<file path="config.mk">
export PLATFORM = sky130hd
export DESIGN_NAME = onewire_bus_master_flat
export DESIGN_NICKNAME = d
export VERILOG_FILES = /design/src/hdl/obm_pkg.sv /design/src/hdl/obm_chan_if.sv /design/src/hdl/obm_engine.sv /design/src/hdl/onewire_bus_master.sv /design/src/flat_wrapper.sv
export VERILOG_INCLUDE_DIRS = /design/src /design/src/hdl
export SDC_FILE = /design/constraint.sdc
export NUM_CORES = 1
export LEC_CHECK = 0
export BUFFER_PORTS_ARGS = -buffer_cell sky130_fd_sc_hd__buf_2
export CELL_PAD_IN_SITES_DETAIL_PLACEMENT = 0
export CELL_PAD_IN_SITES_GLOBAL_PLACEMENT = 1
export CORE_MARGIN = 2
export CORE_UTILIZATION = 49
export DETAILED_ROUTE_END_ITERATION = 6
export PLACE_DENSITY_LB_ADDON = 0.1
export REMOVE_ABC_BUFFERS = 1
export SLEW_MARGIN = 0
export SYNTH_ARGS = -nofsm -noshare
export SYNTH_HDL_FRONTEND = slang
export SYNTH_SLANG_ARGS = --single-unit
</file>
<file path="constraint.sdc">
create_clock -name clk_i -period 5.6 [get_ports clk_i]
set_input_delay 0.84 -clock clk_i [delete_from_list [all_inputs] [get_ports clk_i]]
set_output_delay 0.84 -clock clk_i [all_outputs]
set_load 0.1 [all_outputs]
</file>
<file path="src/hdl/assert_macros.svh">
// assertion macros used by obm_engine
`ifndef ASSERT_MACROS_SVH
`define ASSERT_MACROS_SVH

`ifndef SYNTHESIS

// property must hold at every clock edge outside reset
`define OBM_ASSERT(lbl, clk, rst_n, prop) \
  lbl: assert property (@(posedge clk) disable iff (!rst_n) prop) \
    else $error("assertion failed");

// expression must never be true outside reset
`define OBM_ASSERT_NEVER(lbl, clk, rst_n, expr) \
  lbl: assert property (@(posedge clk) disable iff (!rst_n) !(expr)) \
    else $error("forbidden condition seen");

`else

`define OBM_ASSERT(lbl, clk, rst_n, prop)
`define OBM_ASSERT_NEVER(lbl, clk, rst_n, expr)

`endif

`endif

</file>
<file path="src/hdl/obm_pkg.sv">
// types, constants and the crc function of the 1-wire bus master
package obm_pkg;

  localparam int unsigned CfgAddrW = 3;
  localparam int unsigned CfgDataW = 10;

  localparam logic [CfgAddrW-1:0] CFG_RESET_LOW     = 3'd0;
  localparam logic [CfgAddrW-1:0] CFG_PRESENCE_WAIT = 3'd1;
  localparam logic [CfgAddrW-1:0] CFG_RESET_TAIL    = 3'd2;
  localparam logic [CfgAddrW-1:0] CFG_WRITE_ONE     = 3'd3;
  localparam logic [CfgAddrW-1:0] CFG_WRITE_ZERO    = 3'd4;
  localparam logic [CfgAddrW-1:0] CFG_RECOVERY      = 3'd5;
  localparam logic [CfgAddrW-1:0] CFG_READ_LOW      = 3'd6;
  localparam logic [CfgAddrW-1:0] CFG_READ_SAMPLE   = 3'd7;

  localparam logic [9:0] RstResetLow     = 10'd500;
  localparam logic [7:0] RstPresenceWait = 8'd65;
  localparam logic [9:0] RstResetTail    = 10'd456;
  localparam logic [7:0] RstWriteOne     = 8'd11;
  localparam logic [7:0] RstWriteZero    = 8'd70;
  localparam logic [7:0] RstRecovery     = 8'd60;
  localparam logic [7:0] RstReadLow      = 8'd1;
  localparam logic [7:0] RstReadSample   = 8'd14;

  // reflected x^8+x^5+x^4+1
  localparam logic [7:0] CrcPoly = 8'h8C;
  localparam logic [2:0] LastBit = 3'd7;

  typedef enum logic [1:0] {
    OP_IDLE  = 2'd0,
    OP_RESET = 2'd1,
    OP_WRITE = 2'd2,
    OP_READ  = 2'd3
  } opcode_e;

  typedef enum logic [3:0] {
    PH_IDLE     = 4'd0,
    PH_RST_LOW  = 4'd1,
    PH_RST_WAIT = 4'd2,
    PH_RST_TAIL = 4'd3,
    PH_WR_LOW   = 4'd4,
    PH_WR_REC   = 4'd5,
    PH_RD_LOW   = 4'd6,
    PH_RD_WAIT  = 4'd7,
    PH_RD_REC   = 4'd8
  } phase_e;

  typedef struct packed {
    logic [9:0] reset_low_time;
    logic [7:0] presence_sample_time;
    logic [9:0] reset_tail_time;
    logic [7:0] write_one_low_time;
    logic [7:0] write_zero_low_time;
    logic [7:0] slot_recovery_time;
    logic [7:0] read_low_time;
    logic [7:0] read_sample_delay;
  } cfg_t;

  typedef struct packed {
    opcode_e    opcode;
    logic [7:0] data_byte;
    logic       line_level;
  } item_t;

  typedef struct packed {
    logic       drive_low;
    logic       busy_res;
    logic       done_res;
    logic [7:0] read_data;
    logic [1:0] presence_status;
    logic [7:0] crc_value;
    logic       command_rejected;
  } result_t;

  function automatic logic [7:0] crc8_byte(logic [7:0] crc, logic [7:0] b);
    logic [7:0] c;
    c = crc;
    for (int i = 0; i < 8; i++) begin
      if (c[0] ^ b[i]) begin
        c = (c >> 1) ^ CrcPoly;
      end else begin
        c = c >> 1;
      end
    end
    return c;
  endfunction

endpackage

</file>
<file path="src/hdl/obm_chan_if.sv">
// valid/ready channel carrying one beat of payload
interface obm_chan_if #(
  parameter type payload_t = logic
);
  logic     valid;
  logic     ready;
  payload_t data;

  modport source (output valid, output data, input ready);
  modport sink (input valid, input data, output ready);
endinterface

</file>
<file path="src/hdl/obm_engine.sv">
// bus timing state machine, bit shifter and crc, one tick per accepted beat
`include "assert_macros.svh"

module obm_engine (
  input  logic             clk_i,
  input  logic             rst_ni,
  input  logic             step_i,
  input  obm_pkg::cfg_t    cfg_i,
  input  obm_pkg::item_t   item_i,
  output obm_pkg::result_t res_o
);

  obm_pkg::phase_e phase_q, phase_d, phase_a;
  logic [9:0] timer_q, timer_d, timer_a;
  logic [2:0] bit_q, bit_d, bit_a;
  logic [7:0] shift_q, shift_d, shift_a;
  logic [1:0] lsc_q, lsc_d, lsc_a;
  logic [7:0] crc_q, crc_d, crc_a;
  logic [7:0] lrb_q, lrb_d;
  logic [9:0] len;
  logic [10:0] tick;
  logic [7:0] rd_byte;
  logic rejected, done, drive, low_seen;

  // command start
  always_comb begin
    phase_a = phase_q;
    timer_a = timer_q;
    bit_a = bit_q;
    shift_a = shift_q;
    lsc_a = lsc_q;
    crc_a = crc_q;
    rejected = 1'b0;
    if (phase_q != obm_pkg::PH_IDLE) begin
      rejected = (item_i.opcode != obm_pkg::OP_IDLE);
    end else begin
      unique case (item_i.opcode)
        obm_pkg::OP_RESET: begin
          phase_a = obm_pkg::PH_RST_LOW;
          lsc_a = '0;
          crc_a = '0;
        end
        obm_pkg::OP_WRITE: begin
          phase_a = obm_pkg::PH_WR_LOW;
          shift_a = item_i.data_byte;
        end
        obm_pkg::OP_READ: begin
          phase_a = obm_pkg::PH_RD_LOW;
          shift_a = '0;
        end
        obm_pkg::OP_IDLE: begin
          phase_a = obm_pkg::PH_IDLE;
        end
      endcase
      if (item_i.opcode != obm_pkg::OP_IDLE) begin
        timer_a = '0;
        bit_a = '0;
      end
    end
  end

  // phase duration
  always_comb begin
    unique case (phase_a)
      obm_pkg::PH_RST_LOW:  len = cfg_i.reset_low_time;
      obm_pkg::PH_RST_WAIT: len = {2'b00, cfg_i.presence_sample_time};
      obm_pkg::PH_RST_TAIL: len = cfg_i.reset_tail_time;
      obm_pkg::PH_WR_LOW:   len = shift_a[0] ? {2'b00, cfg_i.write_one_low_time}
                                             : {2'b00, cfg_i.write_zero_low_time};
      obm_pkg::PH_RD_LOW:   len = {2'b00, cfg_i.read_low_time};
      obm_pkg::PH_RD_WAIT:  len = {2'b00, cfg_i.read_sample_delay};
      default:              len = {2'b00, cfg_i.slot_recovery_time};
    endcase
  end

  assign tick = {1'b0, timer_a} + 11'd1;
  assign low_seen = !item_i.line_level && (lsc_a != 2'd2);
  assign rd_byte = (phase_a == obm_pkg::PH_RD_WAIT) ? {item_i.line_level, shift_a[7:1]}
                                                     : shift_a;

  // phase advance
  always_comb begin
    phase_d = phase_a;
    timer_d = timer_a;
    bit_d = bit_a;
    shift_d = shift_a;
    lsc_d = lsc_a;
    crc_d = crc_a;
    lrb_d = lrb_q;
    done = 1'b0;
    drive = (phase_a == obm_pkg::PH_RST_LOW) || (phase_a == obm_pkg::PH_WR_LOW) ||
            (phase_a == obm_pkg::PH_RD_LOW);
    if (phase_a != obm_pkg::PH_IDLE) begin
      if (tick < {1'b0, len}) begin
        timer_d = tick[9:0];
      end else begin
        timer_d = '0;
        unique case (phase_a)
          obm_pkg::PH_RST_LOW: begin
            phase_d = obm_pkg::PH_RST_WAIT;
          end
          obm_pkg::PH_RST_WAIT: begin
            if (low_seen) lsc_d = lsc_a + 2'd1;
            phase_d = obm_pkg::PH_RST_TAIL;
          end
          obm_pkg::PH_RST_TAIL: begin
            if (low_seen) lsc_d = lsc_a + 2'd1;
            phase_d = obm_pkg::PH_IDLE;
            done = 1'b1;
          end
          obm_pkg::PH_WR_LOW, obm_pkg::PH_WR_REC: begin
            if ((phase_a == obm_pkg::PH_WR_LOW) && shift_a[0] &&
                (cfg_i.slot_recovery_time != '0)) begin
              phase_d = obm_pkg::PH_WR_REC;
            end else begin
              shift_d = shift_a >> 1;
              if (bit_a == obm_pkg::LastBit) begin
                phase_d = obm_pkg::PH_IDLE;
                done = 1'b1;
              end else begin
                bit_d = bit_a + 3'd1;
                phase_d = obm_pkg::PH_WR_LOW;
              end
            end
          end
          obm_pkg::PH_RD_LOW: begin
            phase_d = obm_pkg::PH_RD_WAIT;
          end
          obm_pkg::PH_RD_WAIT, obm_pkg::PH_RD_REC: begin
            shift_d = rd_byte;
            if ((phase_a == obm_pkg::PH_RD_WAIT) && (cfg_i.slot_recovery_time != '0)) begin
              phase_d = obm_pkg::PH_RD_REC;
            end else if (bit_a == obm_pkg::LastBit) begin
              lrb_d = rd_byte;
              crc_d = obm_pkg::crc8_byte(crc_a, rd_byte);
              phase_d = obm_pkg::PH_IDLE;
              done = 1'b1;
            end else begin
              bit_d = bit_a + 3'd1;
              phase_d = obm_pkg::PH_RD_LOW;
            end
          end
          default: begin
            phase_d = obm_pkg::PH_IDLE;
          end
        endcase
      end
    end
  end

  always_comb begin
    res_o.drive_low = drive;
    res_o.busy_res = (phase_d != obm_pkg::PH_IDLE);
    res_o.done_res = done;
    res_o.read_data = lrb_d;
    res_o.presence_status = lsc_d;
    res_o.crc_value = crc_d;
    res_o.command_rejected = rejected;
  end

  always_ff @(posedge clk_i or negedge rst_ni) begin
    if (!rst_ni) begin
      phase_q <= obm_pkg::PH_IDLE;
      timer_q <= '0;
      bit_q <= '0;
      shift_q <= '0;
      lsc_q <= '0;
      crc_q <= '0;
      lrb_q <= '0;
    end else if (step_i) begin
      phase_q <= phase_d;
      timer_q <= timer_d;
      bit_q <= bit_d;
      shift_q <= shift_d;
      lsc_q <= lsc_d;
      crc_q <= crc_d;
      lrb_q <= lrb_d;
    end
  end

  `OBM_ASSERT(a_done_goes_idle, clk_i, rst_ni, step_i && done |=> phase_q == obm_pkg::PH_IDLE)
  `OBM_ASSERT(a_reject_only_busy, clk_i, rst_ni, rejected |-> phase_q != obm_pkg::PH_IDLE)
  `OBM_ASSERT(a_idle_timer_clear, clk_i, rst_ni, phase_q == obm_pkg::PH_IDLE |-> timer_q == '0)
  `OBM_ASSERT_NEVER(a_presence_sat, clk_i, rst_ni, lsc_q == 2'd3)

endmodule

</file>
<file path="src/hdl/onewire_bus_master.sv">
// 1-wire bus master top level: configuration registers and result register
// an accepted tick beat's result is registered and offered in the next cycle
// one tick beat per cycle when not stalled; each advances the bus state machine
// input ready drops only while the result register is full and not taken
// rst_ni clears the state machine, crc, presence count, result valid and
// loads the default timing values

module onewire_bus_master (
  input  logic                          clk_i,
  input  logic                          rst_ni,
  input  logic                          cfg_we_i,
  input  logic [obm_pkg::CfgAddrW-1:0]  cfg_addr_i,
  input  logic [obm_pkg::CfgDataW-1:0]  cfg_wdata_i,
  obm_chan_if.sink                      in_i,
  obm_chan_if.source                    out_o
);

  obm_pkg::cfg_t    cfg_q;
  obm_pkg::item_t   item;
  obm_pkg::result_t res;
  obm_pkg::result_t out_data_q;
  logic             out_valid_q;
  logic             step;

  assign item = in_i.data;
  assign in_i.ready = !out_valid_q || out_o.ready;
  assign step = in_i.valid && in_i.ready;

  obm_engine u_engine (
    .clk_i  (clk_i),
    .rst_ni (rst_ni),
    .step_i (step),
    .cfg_i  (cfg_q),
    .item_i (item),
    .res_o  (res)
  );

  always_ff @(posedge clk_i or negedge rst_ni) begin
    if (!rst_ni) begin
      cfg_q.reset_low_time <= obm_pkg::RstResetLow;
      cfg_q.presence_sample_time <= obm_pkg::RstPresenceWait;
      cfg_q.reset_tail_time <= obm_pkg::RstResetTail;
      cfg_q.write_one_low_time <= obm_pkg::RstWriteOne;
      cfg_q.write_zero_low_time <= obm_pkg::RstWriteZero;
      cfg_q.slot_recovery_time <= obm_pkg::RstRecovery;
      cfg_q.read_low_time <= obm_pkg::RstReadLow;
      cfg_q.read_sample_delay <= obm_pkg::RstReadSample;
    end else if (cfg_we_i) begin
      unique case (cfg_addr_i)
        obm_pkg::CFG_RESET_LOW:     cfg_q.reset_low_time <= cfg_wdata_i;
        obm_pkg::CFG_PRESENCE_WAIT: cfg_q.presence_sample_time <= cfg_wdata_i[7:0];
        obm_pkg::CFG_RESET_TAIL:    cfg_q.reset_tail_time <= cfg_wdata_i;
        obm_pkg::CFG_WRITE_ONE:     cfg_q.write_one_low_time <= cfg_wdata_i[7:0];
        obm_pkg::CFG_WRITE_ZERO:    cfg_q.write_zero_low_time <= cfg_wdata_i[7:0];
        obm_pkg::CFG_RECOVERY:      cfg_q.slot_recovery_time <= cfg_wdata_i[7:0];
        obm_pkg::CFG_READ_LOW:      cfg_q.read_low_time <= cfg_wdata_i[7:0];
        obm_pkg::CFG_READ_SAMPLE:   cfg_q.read_sample_delay <= cfg_wdata_i[7:0];
      endcase
    end
  end

  always_ff @(posedge clk_i or negedge rst_ni) begin
    if (!rst_ni) begin
      out_valid_q <= 1'b0;
    end else if (step) begin
      out_valid_q <= 1'b1;
    end else if (out_o.ready) begin
      out_valid_q <= 1'b0;
    end
  end

  always_ff @(posedge clk_i) begin
    if (step) begin
      out_data_q <= res;
    end
  end

  assign out_o.valid = out_valid_q;
  assign out_o.data = out_data_q;

endmodule

</file>
<file path="src/flat_wrapper.sv">
// flat-port wrapper written by rule: the top's interface ports become plain ports
module onewire_bus_master_flat 
  (clk_i, rst_ni, cfg_we_i, cfg_addr_i, cfg_wdata_i, in_i_valid, in_i_data, in_i_ready, out_o_valid, out_o_data, out_o_ready);
  obm_chan_if #(.payload_t(obm_pkg::item_t)) in_i_i ();
  obm_chan_if #(.payload_t(obm_pkg::result_t)) out_o_i ();
  input  logic clk_i;
  input  logic rst_ni;
  input  logic cfg_we_i;
  input  logic [obm_pkg::CfgAddrW-1:0] cfg_addr_i;
  input  logic [obm_pkg::CfgDataW-1:0] cfg_wdata_i;
  input wire logic [$bits(in_i_i.valid)-1:0] in_i_valid;
  input wire logic [$bits(in_i_i.data)-1:0] in_i_data;
  output wire logic [$bits(in_i_i.ready)-1:0] in_i_ready;
  output wire logic [$bits(out_o_i.valid)-1:0] out_o_valid;
  output wire logic [$bits(out_o_i.data)-1:0] out_o_data;
  input wire logic [$bits(out_o_i.ready)-1:0] out_o_ready;
  assign in_i_i.valid = in_i_valid;
  assign in_i_i.data = in_i_data;
  assign in_i_ready = in_i_i.ready;
  assign out_o_valid = out_o_i.valid;
  assign out_o_data = out_o_i.data;
  assign out_o_i.ready = out_o_ready;
  onewire_bus_master u_core (.clk_i(clk_i), .rst_ni(rst_ni), .cfg_we_i(cfg_we_i), .cfg_addr_i(cfg_addr_i), .cfg_wdata_i(cfg_wdata_i), .in_i(in_i_i), .out_o(out_o_i));
endmodule
</file>
==> flow_summary.yaml, run 1 <==
timing:
  drv_slew: 0
  setup_viol: 0
  hold_violations: 0
  tightest_slew_ns: 0.826
  rsz0062_at_grt: "no"
  layout_setup_ws_ns: 0.661
  post-route-period-util_pct: 88.2
  fmax_mhz: 202
  finClkSkew_ns: 0.00933
  min_period_ns: 4.94
  relSlewSlack_pct: 44.5
  fin_tns_setup_ns: 0
die:
  dieArea_mm2: 0.0158
  io_pins: 53
  initial_core_util_pct: 50.0
  die_x_um: 126
  die_y_um: 126
  rows: 44
  core_region_area_mm2: 0.0145
synthesis:
  async_flop_share_pct: 83.6
  synth_cells: 663
  synth_edf_count: 22
  yosysUniqueCellTypes: 75
  yosysWarnings: 0
  synth_seq_area_share_pct: 48.3
  ys.flop_type: "dfrtp_1"
  synth_area_per_cell_um2: 10.9
  yosys_register_bits: 134
  mappedNetlistArea_mm2: 0.00724
layout:
  regArea_mm2: 0.00350
  area_delta_synth_final_pct: 14.8
  diodes: 0
  drive_gt1_share_pct: 30.6
  fin_nets: 761
  layout_common_cells: "nand2_1, dfrtp_1, mux2_2"
  fin_util_pct: 57.4
  final_cell_area_mm2: 0.00831
  final_common_cell: "nand2_1"
  multiInputGateArea_mm2: 0.00358
  fillCellCount: 1225
clocking:
  cts-root-buf: "clkbuf_16"
  cts_hold_buf: 0
  cts.sinks: 134
  cts_resized: 0
  cts.clk_slew.worst_paths_ns: 0.06
  cts_buffers: 17
  tritoncts: "yes"
  clk_path_buf_depth: 2
  clk_latency_ns: 0.43
  post-cts-setup-buffers: 0
  htreeDepth: 4
grt:
  antenna_found_initial: 0
  grt_pass1_vias: 5384
  grt_use_total_pct: 23.6
  grt_remaining_overflow: 0
  grt_pass1_wl_mm: 29.1
  grt_max_degree: 62
routing:
  dr_total_vias: 5444
  route.antenna.remaining_nets: 0
  drt_iter0_markers: 337
  totalWireLength_mm: 17.7
  routed_via_density: 5.94
  drcViolationCount: 0
  drtPass1Iterations: 5
  wire_per_inst_um: 19.3
setup_path:
  required_ns: 5.91
  path_class: "reg2reg"
  path_max_fanout: 18
  rr_worst_depth: 18
  r2r_setup_slack_ns: 0.66
  crit_path_end_kind: "flop"
  critPathArrivalTime_ns: 5.25
  r2r_end: "u_core.u_engine.lrb_q[0]$_DFFE_PN0P_"
  r2r_start: "u_core.u_engine.phase_q[2]$_DFFE_PN0P_"
  start_kind: "flop"
power_and_ir_drop:
  ir_drop_mv: 0.289
  power_density_mw_per_mm2: 536
  p_leak_nw: 3.60
  finalPower_mw: 4.46
place:
  postPlaceCellArea_mm2: 0.00773
  hpwl_mm: 12.5
  numPortBuffers: 52
  dp_slack_ns: 0.405
  place.gp.congestion: 0.891
min_path:
  min-delay-path-class: "in2async"
job:
  cap_viol_max_count: 0
status:
  status: "complete, no violations"
## logic make-up after synthesis
logic type	Yosys count	share of synthesized area (%)
and+or+nand+nor	200	13.5
AOI/OAI and AO/OA	143	13.3
DFF	134	48.3
muxes	105	16.0
buffers and inverters	39	2.35
xor gates and xnor gates	30	4.41
adders and majority gates	12	2.07
## layout make-up
class | count | share of cell area (%)
inverter | 6 | 0.271
timing repair buffer | 71 | 4.88
sequential | 134 | 42.0
tap | 184 | 2.77
clock buffer | 21 | 5.81
clock inverter | 11 | 1.16
multi-input combinational | 490 | 43.1
## metal layers
layer	GRT usage (%)	part of all wire (%)	routed length, um
met1	32.0	45	8020
met2	38.3	49	8600
met3	4.66	4.8	857
met4	7.39	1.4	240
met5	0	0	0
## worst max path at each step
stage                                                 startpoint                                   end  slack [ns]  cells after the start
after floorplan           u_core.u_engine.phase_q[0]$_DFFE_PN0P_  u_core.u_engine.crc_q[1]$_DFFE_PN0P_       -0.56                     17
after global placement                             in_i_data[10]  u_core.u_engine.lrb_q[5]$_DFFE_PN0P_        0.51                     15
after detailed placement                           in_i_data[10]  u_core.u_engine.lrb_q[1]$_DFFE_PN0P_        0.40                     15
after CTS                 u_core.u_engine.phase_q[2]$_DFFE_PN0P_  u_core.u_engine.lrb_q[0]$_DFFE_PN0P_        0.68                     18
after global routing      u_core.u_engine.phase_q[2]$_DFFE_PN0P_  u_core.u_engine.lsc_q[0]$_DFFE_PN0P_        0.24                     19
final                     u_core.u_engine.phase_q[2]$_DFFE_PN0P_  u_core.u_engine.lrb_q[0]$_DFFE_PN0P_        0.66                     18
## registers in the layout, indices dropped and copies added, names as in the netlist
signal                   count
u_core.u_engine.lrb_q        8
u_core.u_engine.bit_q        3
u_core.cfg_q                68
u_core.u_engine.lsc_q        2
u_core.out_o.data           22
u_core.u_engine.crc_q        8
u_core.u_engine.shift_q      8
u_core.out_o.valid           1
u_core.u_engine.phase_q      4
u_core.u_engine.timer_q     10
## cell usage after synthesis, drive strengths merged (6+ instances only)
library cell  number  area share, %
a221o              8            1.1
dfrtp             86             30
nor2              32            1.7
a21o               7           0.73
xnor2             13            1.6
mux2              85             13
mux2i             20            2.8
a221oi             8           0.97
a22o               9            1.1
buf               14            1.0
a31oi              6           0.52
ha                12            2.1
a21oi             25            1.8
nand3             18            1.3
nor3              12           0.83
dfstp             26            9.4
nand4              7           0.60
edfxtp            22            9.1
nand2             89            4.6
o21ai             48            3.3
xor2              13            1.6
and2               8           0.69
clkbuf            19            1.0
## critical path: stages (launching register included)
cell and delay [ns]:
dfrtp_1 0.68, nor4_2 0.08, buf_4 0.18, o21ai_1 0.21
and2_1 0.25, ha_1 0.26, nand3_1 0.11, nand2b_1 0.23
inv_1 0.09, nand3_1 0.13, xor2_1 0.22, ha_1 0.32
nand4_1 0.10, or3_1 0.45, a2111oi_2 0.36, a21o_1 0.24
nand2_1 0.09, nor2_2 0.39, mux2_2 0.39
## power by group
part | switching, mW | total, mW | internal [mW]
registers | 0.135 | 1.36 | 1.23
clock network | 0.424 | 1.09 | 0.661
logic | 1.21 | 2.01 | 0.800
## per-stage QoR
stage / std cells / hold WS, ns
2_1_floorplan: 630 / 0.446
3_3_place_gp: 885 / 0.470
3_5_place_dp: 885 / 0.469
4_1_cts: 917 / 0.466
5_1_grt: 917 / 0.488
6_report: 917 / 0.443
(Power assumes the default switching activity.)
==> inputs of run 2 (changes only) <==
--- a/config.mk
+++ b/config.mk
@@ -10,11 +10,12 @@
 export CELL_PAD_IN_SITES_DETAIL_PLACEMENT = 0
 export CELL_PAD_IN_SITES_GLOBAL_PLACEMENT = 1
 export CORE_MARGIN = 2
-export CORE_UTILIZATION = 49
+export CORE_UTILIZATION = 50
 export DETAILED_ROUTE_END_ITERATION = 6
 export PLACE_DENSITY_LB_ADDON = 0.1
 export REMOVE_ABC_BUFFERS = 1
 export SLEW_MARGIN = 0
 export SYNTH_ARGS = -nofsm -noshare
 export SYNTH_HDL_FRONTEND = slang
+export SYNTH_HIERARCHICAL = 1
 export SYNTH_SLANG_ARGS = --single-unit
==> flow_summary.yaml, run 2 <==
power_and_ir_drop:
  finalPower_mw: 4.62
  p_leak_nw: 3.82
  ir_drop_mv: 0.246
  power_density_mw_per_mm2: 533
layout:
  drive_gt1_share_pct: 33.8
  multiInputGateArea_mm2: 0.00390
  final_cell_area_mm2: 0.00866
  fin_nets: 749
  largest_reg_flops: 68
  regArea_mm2: 0.00350
  largest-register: "u_core/cfg_q"
  area_delta_synth_final_pct: 12.4
  diodes: 0
  final_common_cell: "dfrtp_1"
  fillCellCount: 1306
  fin_util_pct: 57.2
  layout_common_cells: "dfrtp_1, nand2_1, buf_2"
timing:
  fmax_mhz: 208
  rsz0062_at_grt: "no"
  fin_tns_setup_ns: 0
  finClkSkew_ns: 0.0100
  post-route-period-util_pct: 85.9
  hold_violations: 0
  setup_viol: 0
  drv_slew: 0
  min_period_ns: 4.81
  tightest_slew_ns: 1.17
  relSlewSlack_pct: 21.9
clocking:
  tritoncts: "yes"
  cts.clk_slew.worst_paths_ns: 0.06
  clk_latency_ns: 0.42
  htreeDepth: 4
  cts_buffers: 17
  cts-root-buf: "clkbuf_16"
  cts_resized: 0
  cts.sinks: 134
  post-cts-setup-buffers: 0
  cts_hold_buf: 0
  clk_path_buf_depth: 2
setup_path:
  worstPathCellList: "or4_1 > o21ai_1 > inv_1 > ha_1 > and3_1 > nand3_1 > xor2_1 > nor2_1 > ha_1 > nand4_1 > nor3_1 > a21boi_0 > a41o_2 > and3_4 > nand2_2 > mux2_1"
  cp_slowest_cell: "or4_1"
  critPathArrivalTime_ns: 5.10
  r2r_setup_slack_ns: 0.79
  required_ns: 5.90
  start_kind: "flop"
  cpPeakStageDelay_ns: 0.57
  worst_path_most_repeated_cell: "ha_1"
  crit_path_end_kind: "flop"
  path_class: "reg2reg"
  path_max_fanout: 24
place:
  numPortBuffers: 52
  hpwl_mm: 12.4
  place.gp.congestion: 0.860
  postPlaceCellArea_mm2: 0.00805
synthesis:
  mappedNetlistArea_mm2: 0.00771
  yosysWarnings: 6
  yosys.area.top_type: "dfrtp_1"
  yosysUniqueCellTypes: 87
  yosys_register_bits: 134
  ys.flop_type: "dfrtp_1"
  synth_area_per_cell_um2: 11.6
  yosysTopAreaCellShare_pct: 27.9
  synthTopCellsByArea: "dfrtp_1, dfstp_2, edfxtp_1"
  synth_edf_count: 22
  async_flop_share_pct: 83.6
  synth_seq_area_share_pct: 45.4
  yosysMostFrequentCell: "dfrtp_1"
  synthTopCellsByCount: "dfrtp_1, nand2_1, mux2_2"
  synth_cells: 664
grt:
  grt_max_degree: 77
  antenna_found_initial: 0
  grt_remaining_overflow: 0
  grt_use_total_pct: 23.2
  grt_pass1_vias: 5198
  grt_pass1_wl_mm: 29.0
die:
  initial_core_util_pct: 50.9
  die_x_um: 128
  dieArea_mm2: 0.0164
  core_region_area_mm2: 0.0151
  rows: 45
  die_y_um: 128
  io_pins: 53
status:
  status: "complete, no violations"
routing:
  drcViolationCount: 0
  totalWireLength_mm: 18.3
  drtPass1Iterations: 5
  route.antenna.remaining_nets: 0
  routed_via_density: 5.96
  dr_total_vias: 5414
  drt_iter0_markers: 403
  wire_per_inst_um: 20.1
job:
  cap_viol_max_count: 0
min_path:
  min-delay-path-class: "reg2reg"
## run 2: cell count changes after synthesis, moves of 7 or more
cell | previous run | this run
a21oi_1 | 24 | 16
o2111a_1 | 0 | 7
buf_6 | 0 | 9
nor2_1 | 30 | 41
mux2_2 | 82 | 47
o21ai_0 | 45 | 28
nand2_1 | 89 | 71
mux2_4 | 1 | 36
inv_1 | 5 | 13
a222oi_1 | 0 | 7
## run 2: report_power, final
part / switching (mW) / internal (mW) / leakage (nW) / total, mW
registers: 0.131 / 1.22 / 1.55 / 1.35
logic: 1.26 / 0.888 / 1.97 / 2.14
clock network: 0.426 / 0.701 / 0.297 / 1.13
total: 1.81 / 2.80 / 3.82 / 4.62
## run 2: through the flow
stage	setup slack [ns]	instances	hold slack [ns]
after floorplan	0.932	622	0.456
after global placement	0.583	877	0.476
after detailed placement	0.436	877	0.479
after CTS	0.813	909	0.495
after global routing	0.462	909	0.510
final	0.791	909	0.492
## run 2: final cells by class
cell class	instances	share of cell area, %
sequential	134	40.4
clock buffer	23	6.01
timing repair buffer	67	4.34
tap	188	2.72
multi-input combinational	475	45.0
clock inverter	9	0.983
inverter	13	0.564
## run 2: path summary, 6_finish.rpt
path                                                         from                                   end  cells after the start
setup / recovery           u_core/u_engine/phase_q[0]$_DFFE_PN0P_  u_core/u_engine/lrb_q[4]$_DFFE_PN0P_                     16
hold / removal               u_core/u_engine/crc_q[7]$_DFFE_PN0P_  u_core/u_engine/crc_q[7]$_DFFE_PN0P_                      1
setup reg to reg           u_core/u_engine/phase_q[0]$_DFFE_PN0P_  u_core/u_engine/lrb_q[4]$_DFFE_PN0P_                     16
hold reg to reg              u_core/u_engine/crc_q[7]$_DFFE_PN0P_  u_core/u_engine/crc_q[7]$_DFFE_PN0P_                      1
max in group asynchronous                                  rst_ni          u_core/cfg_q[19]$_DFFE_PN1P_                      2
min in group asynchronous                                  rst_ni        u_core/out_o.valid$_DFFE_PN0P_                      1
## run 2: critical path: cells and delay by family (launching register included)
family                   cells  cell delay [ns]
XOR/XNOR                     1             0.15
flip-flops                   1             0.38
AND/OR/NAND/NOR              8             2.04
multiplexers                 1             0.39
buffers and inverters        1             0.09
adder cells (fa/ha/maj)      2             0.60
AO/OA/AOI/OAI                3             1.02
## run 2: cell families after synthesis
family | count (synthesis) | synth area share [%]
AO/OA/AOI/OAI | 136 | 13.8
flip-flops | 134 | 45.4
adder cells (fa/ha/maj) | 12 | 1.95
XOR/XNOR | 32 | 4.38
buffers and inverters | 55 | 4.16
multiplexers | 105 | 16.8
AND/OR/NAND/NOR | 190 | 13.5
## run 2: layer usage
layer	track usage, %	up-vias	wire, um
met2	37.8	162	8920
li1	-	2529	-
met1	31.7	2698	8310
met3	4.67	25	829
met5	0	-	0
met4	6.33	0	237
